==> src/sv/paged_first_fit_allocator_assert.svh <==
// ----------------------------------------------------------------------------
// Paged first-fit allocator assertion macros
// Shared property forms for the allocator's concurrent checks.
// ----------------------------------------------------------------------------
`ifndef PAGED_FIRST_FIT_ALLOCATOR_ASSERT_SVH
`define PAGED_FIRST_FIT_ALLOCATOR_ASSERT_SVH

// Condition holds at every clock edge outside reset.
`define PFF_ASSERT_ALWAYS(label, clk, rst_n, cond, msg) \
  label: assert property (@(posedge clk) disable iff (!rst_n) (cond)) else $error(msg);

// Trigger implies the consequence in the next cycle.
`define PFF_ASSERT_NEXT(label, clk, rst_n, trig, cons, msg) \
  label: assert property (@(posedge clk) disable iff (!rst_n) (trig) |=> (cons)) \
    else $error(msg);

`endif

==> src/sv/pff_pkg.sv <==
// ----------------------------------------------------------------------------
// Paged first-fit allocator package
// Shared widths, page geometry, status codes and interface types.
// ----------------------------------------------------------------------------
package pff_pkg;

  localparam int PAGE_BYTES   = 4096;
  localparam int PAGE_SHIFT   = $clog2(PAGE_BYTES);
  localparam int PAGE_LIMIT   = 8;
  localparam int TABLE_DEPTH  = 64;
  localparam int ADDR_W       = 15;
  localparam int PAGE_W       = ADDR_W - PAGE_SHIFT;
  localparam int LEN_W        = 12;
  localparam int SIZE_W       = 16;
  localparam int BUMP_W       = 16;
  localparam int PAGES_W      = 4;
  localparam int STATUS_W     = 3;

  localparam logic [PAGES_W-1:0] MAX_PAGES_RST = 4'd3;

  localparam logic [STATUS_W-1:0] ST_OK        = 3'd0;
  localparam logic [STATUS_W-1:0] ST_TOO_LARGE = 3'd1;
  localparam logic [STATUS_W-1:0] ST_NO_MEM    = 3'd2;
  localparam logic [STATUS_W-1:0] ST_BAD_FREE  = 3'd3;
  localparam logic [STATUS_W-1:0] ST_FULL      = 3'd4;

  localparam logic OP_ALLOC = 1'b0;
  localparam logic OP_FREE  = 1'b1;

  // Table update strobes from the sequencer
  typedef struct packed {
    logic wr;
    logic clr;
  } tbl_cmd_t;

endpackage

==> src/sv/pff_table.sv <==
// ----------------------------------------------------------------------------
// Paged first-fit allocator block table
// Start and length memories with one registered read port, plus live bits.
// ----------------------------------------------------------------------------
module pff_table import pff_pkg::*; #(
  parameter int Depth = TABLE_DEPTH
) (
  input  logic                     clk_i,
  input  logic                     rst_ni,
  input  logic [$clog2(Depth)-1:0] rd_idx_i,
  output logic [ADDR_W-1:0]        rd_start_o,
  output logic [LEN_W-1:0]         rd_len_o,
  output logic                     rd_live_o,
  input  tbl_cmd_t                 cmd_i,
  input  logic [$clog2(Depth)-1:0] wr_idx_i,
  input  logic [ADDR_W-1:0]        wr_start_i,
  input  logic [LEN_W-1:0]         wr_len_i
);

  logic [ADDR_W-1:0] start_mem [Depth];
  logic [LEN_W-1:0]  len_mem   [Depth];
  logic [Depth-1:0]  live_q;

  always_ff @(posedge clk_i) begin
    if (cmd_i.wr) begin
      start_mem[wr_idx_i] <= wr_start_i;
      len_mem[wr_idx_i]   <= wr_len_i;
    end
    rd_start_o <= start_mem[rd_idx_i];
    rd_len_o   <= len_mem[rd_idx_i];
  end

  always_ff @(posedge clk_i or negedge rst_ni) begin
    if (!rst_ni) begin
      live_q    <= '0;
      rd_live_o <= 1'b0;
    end else begin
      rd_live_o <= live_q[rd_idx_i];
      if (cmd_i.wr) begin
        live_q[wr_idx_i] <= 1'b1;
      end else if (cmd_i.clr) begin
        live_q[wr_idx_i] <= 1'b0;
      end
    end
  end

endmodule

==> src/sv/paged_first_fit_allocator.sv <==
// ----------------------------------------------------------------------------
// Paged first-fit allocator
// Sequencer that serves allocate and free requests over a block table.
// ----------------------------------------------------------------------------
// Usage:
//   Requests enter on the s_axis channel (tuser = opcode, 0 allocate, 1 free);
//   each request gives exactly one result on m_axis. max_pages is set through
//   cfg_wr_en_i / cfg_wr_data_i; the user must write it only while the block
//   is idle, as the block does not enforce this. One request is in flight at
//   a time: s_axis_tready is high only in idle. The table scan reads one
//   entry per cycle through the table's registered read port over all
//   TableDepth entries, then takes its closing step.
//   Free: one scan, then the result.
//   Allocate: one scan per block visited and per page exhausted, then one
//   slot scan, with a bump step before it when it falls back to the bump
//   pointer.
//   Oversized requests give their result in the cycle after the transfer.
//   The result holds on m_axis until taken; a stall on m_axis_tready keeps
//   the block busy and s_axis_tready low. Ready returns in the cycle after
//   the result transfer.
//   Reset clears all live bits, opens one page, sets the bump position to 0
//   and max_pages to 3.
// ----------------------------------------------------------------------------
module paged_first_fit_allocator import pff_pkg::*; #(
  parameter int TableDepth = TABLE_DEPTH
) (
  input  logic         clk_i,
  input  logic         rst_ni,
  input  logic         s_axis_tvalid,
  output logic         s_axis_tready,
  // [15:0] request_size, [30:16] free_address, [31] zero
  input  logic [31:0]  s_axis_tdata,
  // [0] opcode
  input  logic         s_axis_tuser,
  output logic         m_axis_tvalid,
  input  logic         m_axis_tready,
  // [14:0] block_address, [17:15] status, [33:18] bytes_used,
  // [49:34] capacity_bytes, [55:50] zero
  output logic [55:0]  m_axis_tdata,
  input  logic         cfg_wr_en_i,
  input  logic [3:0]   cfg_wr_data_i
);

  localparam int IW = $clog2(TableDepth);

  localparam logic [3:0] S_IDLE      = 4'd0;
  localparam logic [3:0] S_FREE_SCAN = 4'd1;
  localparam logic [3:0] S_FREE_END  = 4'd2;
  localparam logic [3:0] S_NEXT_SCAN = 4'd3;
  localparam logic [3:0] S_NEXT_END  = 4'd4;
  localparam logic [3:0] S_BUMP      = 4'd5;
  localparam logic [3:0] S_SLOT_SCAN = 4'd6;
  localparam logic [3:0] S_SLOT_END  = 4'd7;
  localparam logic [3:0] S_OUT       = 4'd8;

  logic [3:0]          state_q, state_d;
  logic [PAGES_W-1:0]  max_pages_q;
  logic [PAGES_W-1:0]  pages_open_q, pages_open_d;
  logic [BUMP_W-1:0]   bump_q, bump_d;
  logic [PAGES_W-1:0]  new_pages_q, new_pages_d;
  logic [BUMP_W-1:0]   new_bump_q, new_bump_d;

  logic                op_q, op_d;
  logic [SIZE_W-1:0]   size_q, size_d;
  logic [ADDR_W-1:0]   faddr_q, faddr_d;
  logic [ADDR_W-1:0]   addr_q, addr_d;
  logic [STATUS_W-1:0] status_q, status_d;

  // scan issue and compare stage
  logic                run_q, run_d;
  logic [IW-1:0]       idx_q, idx_d;
  logic                pv_q, pv_d;
  logic                plast_q, plast_d;
  logic [IW-1:0]       pidx_q, pidx_d;

  // scan accumulators
  logic                hit_q, hit_d;
  logic [IW-1:0]       hit_idx_q, hit_idx_d;
  logic                best_q, best_d;
  logic [ADDR_W-1:0]   best_start_q, best_start_d;
  logic [LEN_W-1:0]    best_len_q, best_len_d;
  logic [PAGE_W-1:0]   page_q, page_d;
  logic [LEN_W:0]      last_q, last_d;
  logic [ADDR_W-1:0]   prev_q, prev_d;
  logic                after_q, after_d;

  logic [ADDR_W-1:0]   rd_start;
  logic [LEN_W-1:0]    rd_len;
  logic                rd_live;
  tbl_cmd_t            cmd;
  logic [IW-1:0]       wr_idx;

  logic                s_fire, m_fire, scan_done;
  logic [LEN_W:0]      off_ext, size_ext, gap;
  logic [BUMP_W:0]     bump_sum;
  logic [BUMP_W-1:0]   end_pos, nb;
  logic [PAGES_W-1:0]  limit;

  assign s_fire    = s_axis_tvalid & s_axis_tready;
  assign m_fire    = m_axis_tvalid & m_axis_tready;
  assign scan_done = pv_q & plast_q;

  assign off_ext  = {1'b0, best_start_q[PAGE_SHIFT-1:0]};
  assign size_ext = {1'b0, size_q[LEN_W-1:0]};
  assign gap      = off_ext - last_q;
  assign end_pos  = {pages_open_q, {PAGE_SHIFT{1'b0}}};
  assign bump_sum = {1'b0, bump_q} + {{(BUMP_W+1-LEN_W){1'b0}}, size_q[LEN_W-1:0]};
  assign limit    = (max_pages_q > PAGES_W'(PAGE_LIMIT)) ? PAGES_W'(PAGE_LIMIT)
                                                         : max_pages_q;

  pff_table #(.Depth(TableDepth)) u_table (
    .clk_i      (clk_i),
    .rst_ni     (rst_ni),
    .rd_idx_i   (idx_q),
    .rd_start_o (rd_start),
    .rd_len_o   (rd_len),
    .rd_live_o  (rd_live),
    .cmd_i      (cmd),
    .wr_idx_i   (wr_idx),
    .wr_start_i (addr_q),
    .wr_len_i   (size_q[LEN_W-1:0])
  );

  always_comb begin
    state_d      = state_q;
    pages_open_d = pages_open_q;
    bump_d       = bump_q;
    new_pages_d  = new_pages_q;
    new_bump_d   = new_bump_q;
    op_d         = op_q;
    size_d       = size_q;
    faddr_d      = faddr_q;
    addr_d       = addr_q;
    status_d     = status_q;
    run_d        = run_q;
    idx_d        = idx_q;
    pv_d         = run_q;
    plast_d      = idx_q == IW'(TableDepth - 1);
    pidx_d       = idx_q;
    hit_d        = hit_q;
    hit_idx_d    = hit_idx_q;
    best_d       = best_q;
    best_start_d = best_start_q;
    best_len_d   = best_len_q;
    page_d       = page_q;
    last_d       = last_q;
    prev_d       = prev_q;
    after_d      = after_q;
    cmd          = '0;
    wr_idx       = hit_idx_q;
    nb           = '0;

    // advance the read pointer while a scan runs
    if (run_q) begin
      if (idx_q == IW'(TableDepth - 1)) begin
        run_d = 1'b0;
        idx_d = '0;
      end else begin
        idx_d = idx_q + IW'(1);
      end
    end

    // per-entry compare on the data read in the previous cycle
    if (pv_q && rd_live) begin
      case (state_q)
        S_FREE_SCAN: begin
          if (!hit_q && rd_start == faddr_q) begin
            hit_d     = 1'b1;
            hit_idx_d = pidx_q;
          end
        end
        S_NEXT_SCAN: begin
          if (rd_start[ADDR_W-1:PAGE_SHIFT] == page_q &&
              (!after_q || rd_start > prev_q) &&
              (!best_q || rd_start < best_start_q)) begin
            best_d       = 1'b1;
            best_start_d = rd_start;
            best_len_d   = rd_len;
          end
        end
        S_SLOT_SCAN: begin
          if (rd_start == addr_q) begin
            best_d = 1'b1;
          end
        end
        default: ;
      endcase
    end
    // first free slot in the slot scan
    if (pv_q && !rd_live && state_q == S_SLOT_SCAN && !hit_q) begin
      hit_d     = 1'b1;
      hit_idx_d = pidx_q;
    end

    case (state_q)
      S_IDLE: begin
        if (s_fire) begin
          op_d     = s_axis_tuser;
          size_d   = s_axis_tdata[15:0];
          faddr_d  = s_axis_tdata[30:16];
          addr_d   = '0;
          status_d = ST_OK;
          hit_d    = 1'b0;
          best_d   = 1'b0;
          page_d   = '0;
          last_d   = '0;
          after_d  = 1'b0;
          if (s_axis_tuser == OP_FREE) begin
            run_d   = 1'b1;
            state_d = S_FREE_SCAN;
          end else if (s_axis_tdata[15:PAGE_SHIFT] != '0) begin
            status_d = ST_TOO_LARGE;
            state_d  = S_OUT;
          end else begin
            run_d   = 1'b1;
            state_d = S_NEXT_SCAN;
          end
        end
      end
      S_FREE_SCAN: begin
        if (scan_done) state_d = S_FREE_END;
      end
      S_FREE_END: begin
        if (hit_q) begin
          cmd.clr = 1'b1;
        end else begin
          status_d = ST_BAD_FREE;
        end
        state_d = S_OUT;
      end
      S_NEXT_SCAN: begin
        if (scan_done) state_d = S_NEXT_END;
      end
      S_NEXT_END: begin
        best_d = 1'b0;
        if (!best_q) begin
          // page exhausted: move on or fall back to the bump pointer
          page_d  = page_q + PAGE_W'(1);
          last_d  = '0;
          after_d = 1'b0;
          if ({1'b0, page_q} + PAGES_W'(1) >= pages_open_q) begin
            state_d = S_BUMP;
          end else begin
            run_d   = 1'b1;
            state_d = S_NEXT_SCAN;
          end
        end else if (off_ext >= last_q && gap >= size_ext) begin
          addr_d      = {page_q, last_q[PAGE_SHIFT-1:0]};
          new_pages_d = pages_open_q;
          new_bump_d  = bump_q;
          hit_d       = 1'b0;
          run_d       = 1'b1;
          state_d     = S_SLOT_SCAN;
        end else begin
          last_d  = off_ext + {1'b0, best_len_q};
          prev_d  = best_start_q;
          after_d = 1'b1;
          run_d   = 1'b1;
          state_d = S_NEXT_SCAN;
        end
      end
      S_BUMP: begin
        nb          = bump_q;
        new_pages_d = pages_open_q;
        if (bump_sum >= {1'b0, end_pos}) begin
          nb          = end_pos;
          new_pages_d = pages_open_q + PAGES_W'(1);
        end
        if (bump_sum >= {1'b0, end_pos} && pages_open_q >= limit) begin
          status_d = ST_NO_MEM;
          state_d  = S_OUT;
        end else begin
          addr_d     = nb[ADDR_W-1:0];
          new_bump_d = nb + {{(BUMP_W-LEN_W){1'b0}}, size_q[LEN_W-1:0]};
          hit_d      = 1'b0;
          best_d     = 1'b0;
          run_d      = 1'b1;
          state_d    = S_SLOT_SCAN;
        end
      end
      S_SLOT_SCAN: begin
        if (scan_done) state_d = S_SLOT_END;
      end
      S_SLOT_END: begin
        wr_idx = hit_idx_q;
        if (!best_q && !hit_q) begin
          status_d = ST_FULL;
          addr_d   = '0;
        end else begin
          cmd.wr       = !best_q;
          pages_open_d = new_pages_q;
          bump_d       = new_bump_q;
        end
        state_d = S_OUT;
      end
      S_OUT: begin
        if (m_fire) state_d = S_IDLE;
      end
      default: state_d = S_IDLE;
    endcase
  end

  always_ff @(posedge clk_i or negedge rst_ni) begin
    if (!rst_ni) begin
      state_q      <= S_IDLE;
      max_pages_q  <= MAX_PAGES_RST;
      pages_open_q <= PAGES_W'(1);
      bump_q       <= '0;
      run_q        <= 1'b0;
      idx_q        <= '0;
      pv_q         <= 1'b0;
      plast_q      <= 1'b0;
    end else begin
      state_q      <= state_d;
      pages_open_q <= pages_open_d;
      bump_q       <= bump_d;
      run_q        <= run_d;
      idx_q        <= idx_d;
      pv_q         <= pv_d;
      plast_q      <= plast_d;
      if (cfg_wr_en_i) max_pages_q <= cfg_wr_data_i;
    end
  end

  always_ff @(posedge clk_i) begin
    new_pages_q  <= new_pages_d;
    new_bump_q   <= new_bump_d;
    op_q         <= op_d;
    size_q       <= size_d;
    faddr_q      <= faddr_d;
    addr_q       <= addr_d;
    status_q     <= status_d;
    pidx_q       <= pidx_d;
    hit_q        <= hit_d;
    hit_idx_q    <= hit_idx_d;
    best_q       <= best_d;
    best_start_q <= best_start_d;
    best_len_q   <= best_len_d;
    page_q       <= page_d;
    last_q       <= last_d;
    prev_q       <= prev_d;
    after_q      <= after_d;
  end

  assign s_axis_tready = state_q == S_IDLE;
  assign m_axis_tvalid = state_q == S_OUT;
  assign m_axis_tdata  = {6'b0, max_pages_q, {PAGE_SHIFT{1'b0}}, bump_q,
                          status_q, (op_q == OP_ALLOC) ? addr_q : {ADDR_W{1'b0}}};

`include "paged_first_fit_allocator_assert.svh"

  `PFF_ASSERT_ALWAYS(a_one_in_flight, clk_i, rst_ni, !(s_axis_tready && m_axis_tvalid), "input and output open together")
  `PFF_ASSERT_NEXT(a_busy_after_accept, clk_i, rst_ni, s_fire, !s_axis_tready, "ready stays high after a transfer")
  `PFF_ASSERT_ALWAYS(a_bump_in_pages, clk_i, rst_ni, {1'b0, bump_q} < {1'b0, end_pos} || end_pos == '0, "bump position past open pages")
  `PFF_ASSERT_ALWAYS(a_status_code, clk_i, rst_ni, !m_axis_tvalid || status_q <= ST_FULL, "undefined status code")

endmodule

==> config.mk <==
export PLATFORM = sky130hd
export DESIGN_NAME = paged_first_fit_allocator
export DESIGN_NICKNAME = d
export VERILOG_FILES = /design/src/sv/pff_pkg.sv /design/src/sv/pff_table.sv /design/src/sv/paged_first_fit_allocator.sv
export VERILOG_INCLUDE_DIRS = /design/src /design/src/sv
export SDC_FILE = /design/constraint.sdc
export NUM_CORES = 2
export LEC_CHECK = 0
export BUFFER_PORTS_ARGS = -buffer_cell sky130_fd_sc_hd__buf_2
export CORE_ASPECT_RATIO = 1.75
export CORE_UTILIZATION = 55
export DETAILED_ROUTE_END_ITERATION = 8
export MAX_ROUTING_LAYER = met4
export PLACE_DENSITY = 0.71
export SETUP_SLACK_MARGIN = 0.1
export SYNTH_ARGS = -nofsm -noshare
export SYNTH_HDL_FRONTEND = slang
export SYNTH_SLANG_ARGS = --single-unit
==> constraint.sdc <==
create_clock -name clk_i -period 22.7 [get_ports clk_i]
set_input_delay 1.135 -clock clk_i [delete_from_list [all_inputs] [get_ports clk_i]]
set_output_delay 1.135 -clock clk_i [all_outputs]
set_load 0.02 [all_outputs]
* Word-level counts from Yosys, hierarchy flattened
Memories as Yosys holds them, arrays and structs flattened. A register that Yosys moved wholly into a read port is not among the register bits.
Index checks and enable logic that the tools add are counted.
** Storage, ports and cells
- Bits in registers :: 241
- Logic and storage cells :: 211
- RAM bits :: 1728
- Memories kept :: 2
- Bits of input ports :: 42
** Memories
- u_table.start_mem :: depth 64, width 15, rd ports 1, clocked after Yosys merged registers in 1, write ports 1, RTL line pff_table.sv:20 : logic [ADDR_W-1:0] start_mem [Depth];
- u_table.len_mem :: depth 64, width 12, rd ports 1, clocked after Yosys merged registers in 1, write ports 1, RTL line pff_table.sv:21 : logic [LEN_W-1:0] len_mem [Depth];
** Cells by class
- Reductions and logical operators :: 40
- Equality and inequality tests :: 25
- Bitwise gates (word level) :: 8
- Magnitude comparators :: 11
- $add $sub $neg :: 8
- Mux-type cells :: 90
** Operators by type and width (count)
- two-way mux 64 bit :: 2
- two-way mux 15 bit :: 6
- two-way mux 16 bit :: 5
- AND 64 bit :: 1
- NOT 64 bit :: 1
- OR 64 bit :: 1
- one-hot mux 15 bit (4 select lines) :: 1
- two-way mux 4 bit :: 13
- two-way mux 13 bit :: 3
- two-way mux 1 bit :: 34
- one-hot mux 16 bit (2 select lines) :: 1
- one-hot mux 4 bit (8 select lines) :: 1
- equality test 15 bit :: 2
- two-way mux 6 bit :: 5
- one-hot mux 13 bit (2 select lines) :: 1
- two-way mux 3 bit :: 8
- inequality test 2 bit (second input constant) :: 10
- AND reduction 3 bit :: 6
- adder 16 x 12 -> 17 bit :: 1
- >= comparator 17 x 16 -> 1 bit :: 1
- adder 16 x 12 -> 16 bit :: 1
- equality test 4 x 3 -> 1 bit (second input constant) :: 4
- greater-than comparator 15 bit :: 1
- less-than comparator 15 bit :: 1
- 39 further kinds :: 72

* Depth between registers and ports, before layout
- Depth after elaboration :: 9
- Depth in mapped cells :: 32

* Hierarchy
From an unflattened synthesis, not the netlist that was laid out.
** Unflattened totals
- Cells, all modules :: 4448
- Area, all modules :: 81463.1 um^2
** Modules (own cells, without submodules)
- pff_table :: times used 1, area each 70446.3 um^2, cells each 3399, sequential area each 54056.8 um^2
- paged_first_fit_allocator :: times used 1, area each 11016.8 um^2, cells each 1049, sequential area each 5023.6 um^2

* Worst setup path after synthesis
No wires, ideal clock.
- Path type :: register -> register
- From :: register size_q[1]
- To :: register new_bump_q[13], data pin
- Required time :: 22.430 ns
- Data arrival time :: 7.343 ns
- Stages on the path, launching flop included :: 33
- Period minus slack after synthesis :: 7.613 ns
- Library setup time :: 0.270 ns
- Slack :: 15.087 ns
- Cells stage by stage :: edfxtp_1 ha_1 a211oi_4 o21bai_4 a221o_1 a21oi_2 nor2b_1 o21ai_0 nor2_1 xor2_1 ha_1 nand4_1 nor4_1 o21ai_0 nor4_2 o2111ai_1 o21a_4 clkbuf_1 clkbuf_1 and2_1 ha_1 a211oi_1 o21bai_1 a221o_1 o21ai_0 o211a_1 o211a_1 a31oi_1 a31oi_1 nor2_1 mux2_1 a21oi_1 a21oi_1
** Between the ends
- Longest elaborated chain between the ends :: 7
** RTL lines
- from (decl) :: RTL line paged_first_fit_allocator.sv:64 : logic [SIZE_W-1:0] size_q, size_d;
- from (signal assigned) :: RTL line paged_first_fit_allocator.sv:329 : size_q <= size_d;
- adder 16 x 12 -> 17 bit :: RTL line paged_first_fit_allocator.sv:107 : assign bump_sum = {1'b0, bump_q} + {{(BUMP_W+1-LEN_W){1'b0}}, size_q[LEN_W-1:0]};
- >= comparator 17 x 16 -> 1 bit :: RTL line paged_first_fit_allocator.sv:265 : if (bump_sum >= {1'b0, end_pos}) begin
- two-way mux 16 bit :: RTL line paged_first_fit_allocator.sv:265
- two-way mux 16 bit :: RTL line paged_first_fit_allocator.sv:195 : case (state_q)
- adder 16 x 12 -> 16 bit * :: RTL line paged_first_fit_allocator.sv:274 : new_bump_d = nb + {{(BUMP_W-LEN_W){1'b0}}, size_q[LEN_W-1:0]};
- two-way mux 16 bit * :: RTL line paged_first_fit_allocator.sv:269 : if (bump_sum >= {1'b0, end_pos} && pages_open_q >= limit) begin
- one-hot mux 16 bit (2 select lines) * :: RTL line paged_first_fit_allocator.sv:195
- named net new_bump_d[13] :: RTL line paged_first_fit_allocator.sv:61 : logic [BUMP_W-1:0] new_bump_q, new_bump_d;
- to (signal assigned) :: RTL line paged_first_fit_allocator.sv:327 : new_bump_q <= new_bump_d;
- to (decl) :: RTL line paged_first_fit_allocator.sv:61
Mark *: on every way through the listed nets, which the timed path passes. The rest lies on a longest branch. The select of a mux whose other input is x is not followed.
A chain may end at the register's enable or synchronous reset.

* Worst setup path after layout
- From :: register size_q[4]
- To :: register new_bump_q[13], data pin
The elaborated chain is that of the path after synthesis.

==> metrics.yaml <==
status: "finished, final reports clean"
place.gp.congestion: 0.884
report.final.slew_viol_count: 0
ant_nets: 0
seq_area_frac_synth: 0.739
netlist_area_um2: 79900
worstReg2RegStart: "size_q[4]"
yosysWarnings: 0
postCtsHoldBufs: 0
layout.cells.non_filler: 6113
rows: 184
max_freq_mhz: 122
synth_cells: 3929
final-hold-violation-count: 0
core_area_um2: 144000
cts.path.max_buffers: 3
drc_errors: 0
fin_util: 0.617
r2r-end: "new_bump_q[13]"
worst_ep_required_time_ns: 23.19
rrSetupSlack_ns: 14.47
fin_tns_setup_ns: 0
crit_type: "flip-flop to flip-flop"
ff2ff_path_depth: 31
min_period_ns: 8.23
hold_slack_ns: 0.304
drt-total-wl_um: 195000
drive_gt1_frac: 0.269
cp-startpoint: "size_q[4]"
num_io_pins: 100
rsz0062_at_grt: "no"
hpwl_um: 112000
power_density_nw_per_um2: 120
hp-class: "primary input to asynchronous set/reset pin"
dp.cells: 5800
fill_cells: 9736
maxSlewHeadroom: 0.189
grt_pass1_wl_um: 281000
antenna_found_initial: 6
ys_seq_elements: 1996
die_area_um2: 147000
period_share: 0.362
mostFrequentLayoutCells: "edfxtp_1, mux4_2, o21ai_0, clkbuf_16, nand2_1"
clk_pin_slew_ns: 0.07
fin_ws_ns: 14.47
gr-total-overflow: 0
drtIter0Drc: 4485
die_w_um: 290
clk-insertion-delay-late_ns: 0.81
synth_flop_cell: "edfxtp_1"
grt_usage: 0.279
setup.worst_path.start_class: "flip-flop"
yosysUniqueCellTypes: 77
dpl-instance-area_um2: 83400
start_util: 0.556
port_buffers: 80
post_cts_buffers: 0
wl_per_cell_um: 31.9
tightest_slew_ns: 1.21
numCtsBuffers: 166
cts_tree: "built"
critPathCaptureType: "flip-flop"
setup_violations: 0
finClkSkew_ns: 0.0502
grt_pass1_vias: 40500
slowest_delay_ns: 0.63
syn_to_final_growth_pct: 11.1
synth-edff-count: 1859
clock-sinks: 1996
fin_total_pwr_mw: 10.6
vias: 39700
ctsResizeCount: 0
cp_max_fo: 73
stdcell_area_um2: 88800
grt_max_degree: 137
post-place-ws_ns: 14.59
root_buffer: "clkbuf_16"
fin_nets: 4254
synth-async-reset-ratio: 0.0511
cap_violations: 0
arrival_ns: 8.72
slowest_stage: "buf_4"
mostFrequentLayoutCell: "edfxtp_1"
dr.pass1.iters: 7
via_per_inst: 6.49
ir_drop_v: 0.000106
leakage_nw: 29.0
htreeDepth: 4
die_y_um: 506
syn_avg_cell_area_um2: 20.3
power by group:
group	internal [mW]	total, mW	switching (mW)
Sequential	4.46	4.67	0.208
Combinational	1.28	3.10	1.82
Clock	1.55	2.86	1.31
cell type report:
cell class | instances | area [um^2] | share of cell area
flip-flops and latches | 1996 | 59100 | 0.665
multi-input cells | 1655 | 20300 | 0.228
clock buffers | 207 | 4470 | 0.0504
well taps | 1860 | 2330 | 0.0262
repair buffers | 209 | 1410 | 0.0159
clock inverters | 100 | 942 | 0.0106
inverters | 80 | 305 | 0.00344
diodes | 6 | 15.0 | 0.000169
synthesized netlist by cell type (all sizes together), types with 18 or more instances:
cell type,count,share of area
a21oi,67,0.0042
a31oi,36,0.0029
inv,79,0.0037
dfxtp,35,0.0088
nand4,18,0.0014
mux4,560,0.16
ha,100,0.016
nand2,141,0.0067
mux2,21,0.0030
buf,65,0.0044
nor2,121,0.0057
xnor2,46,0.0050
nand3,20,0.0013
xor2,30,0.0033
a211oi,34,0.0034
dfrtp,99,0.031
edfxtp,1859,0.70
o21ai,194,0.012
nor2b,57,0.0045
a21o,36,0.0034
clkbuf,150,0.0070
state kept, by name (all words and copies together), names as in the netlist, 6 cells and up, named ones only:
register            cells
addr_q                 15
best_len_q             12
best_start_q           15
bump_q                 16
faddr_q                15
hit_idx_q               6
idx_q                   6
last_q                 13
new_bump_q             16
pidx_q                  6
prev_q                 15
size_q                 12
u_table.len_mem       768
u_table.rd_len_o       12
u_table.rd_start_o     15
u_table.start_mem     960
worst max-delay path, delay by kind of cell, from the launching register on:
kind / cells / cell delay [ns]
DFF: 1 / 0.32
buffers and inverters: 1 / 0.63
adders and majority gates: 3 / 1.02
and+or+nand+nor: 7 / 1.09
xor gates and xnor gates: 1 / 0.16
AOI/OAI and AO/OA: 18 / 4.31
muxes: 1 / 0.35
layer usage:
layer	vias up	wire length, um	part of all wire	global-route usage
met5	-	0	0	-
met4	0	8640	0.044	0.114
met3	365	12500	0.064	0.0398
met2	1698	102000	0.52	0.470
met1	21200	71400	0.37	0.340
li1	16500	-	-	-
how the worst max path moves through the flow:
stage	endpoint	cells after the start	slack, ns
detailed placement	new_bump_q[13]	31	14.59
global route	new_bump_q[13]	31	13.94
CTS	new_bump_q[13]	31	14.53
finish	new_bump_q[13]	31	14.47
floorplan	new_bump_q[13]	32	15.09
global placement	new_bump_q[13]	31	14.71
cells by family after synthesis:
group	synth area share
DFF	0.739
xor gates and xnor gates	0.00833
other	0.0000469
adders and majority gates	0.0168
AOI/OAI and AO/OA	0.0327
and+or+nand+nor	0.0267
buffers and inverters	0.0152
muxes	0.161
Note: power is estimated with default switching activity, not from simulation.
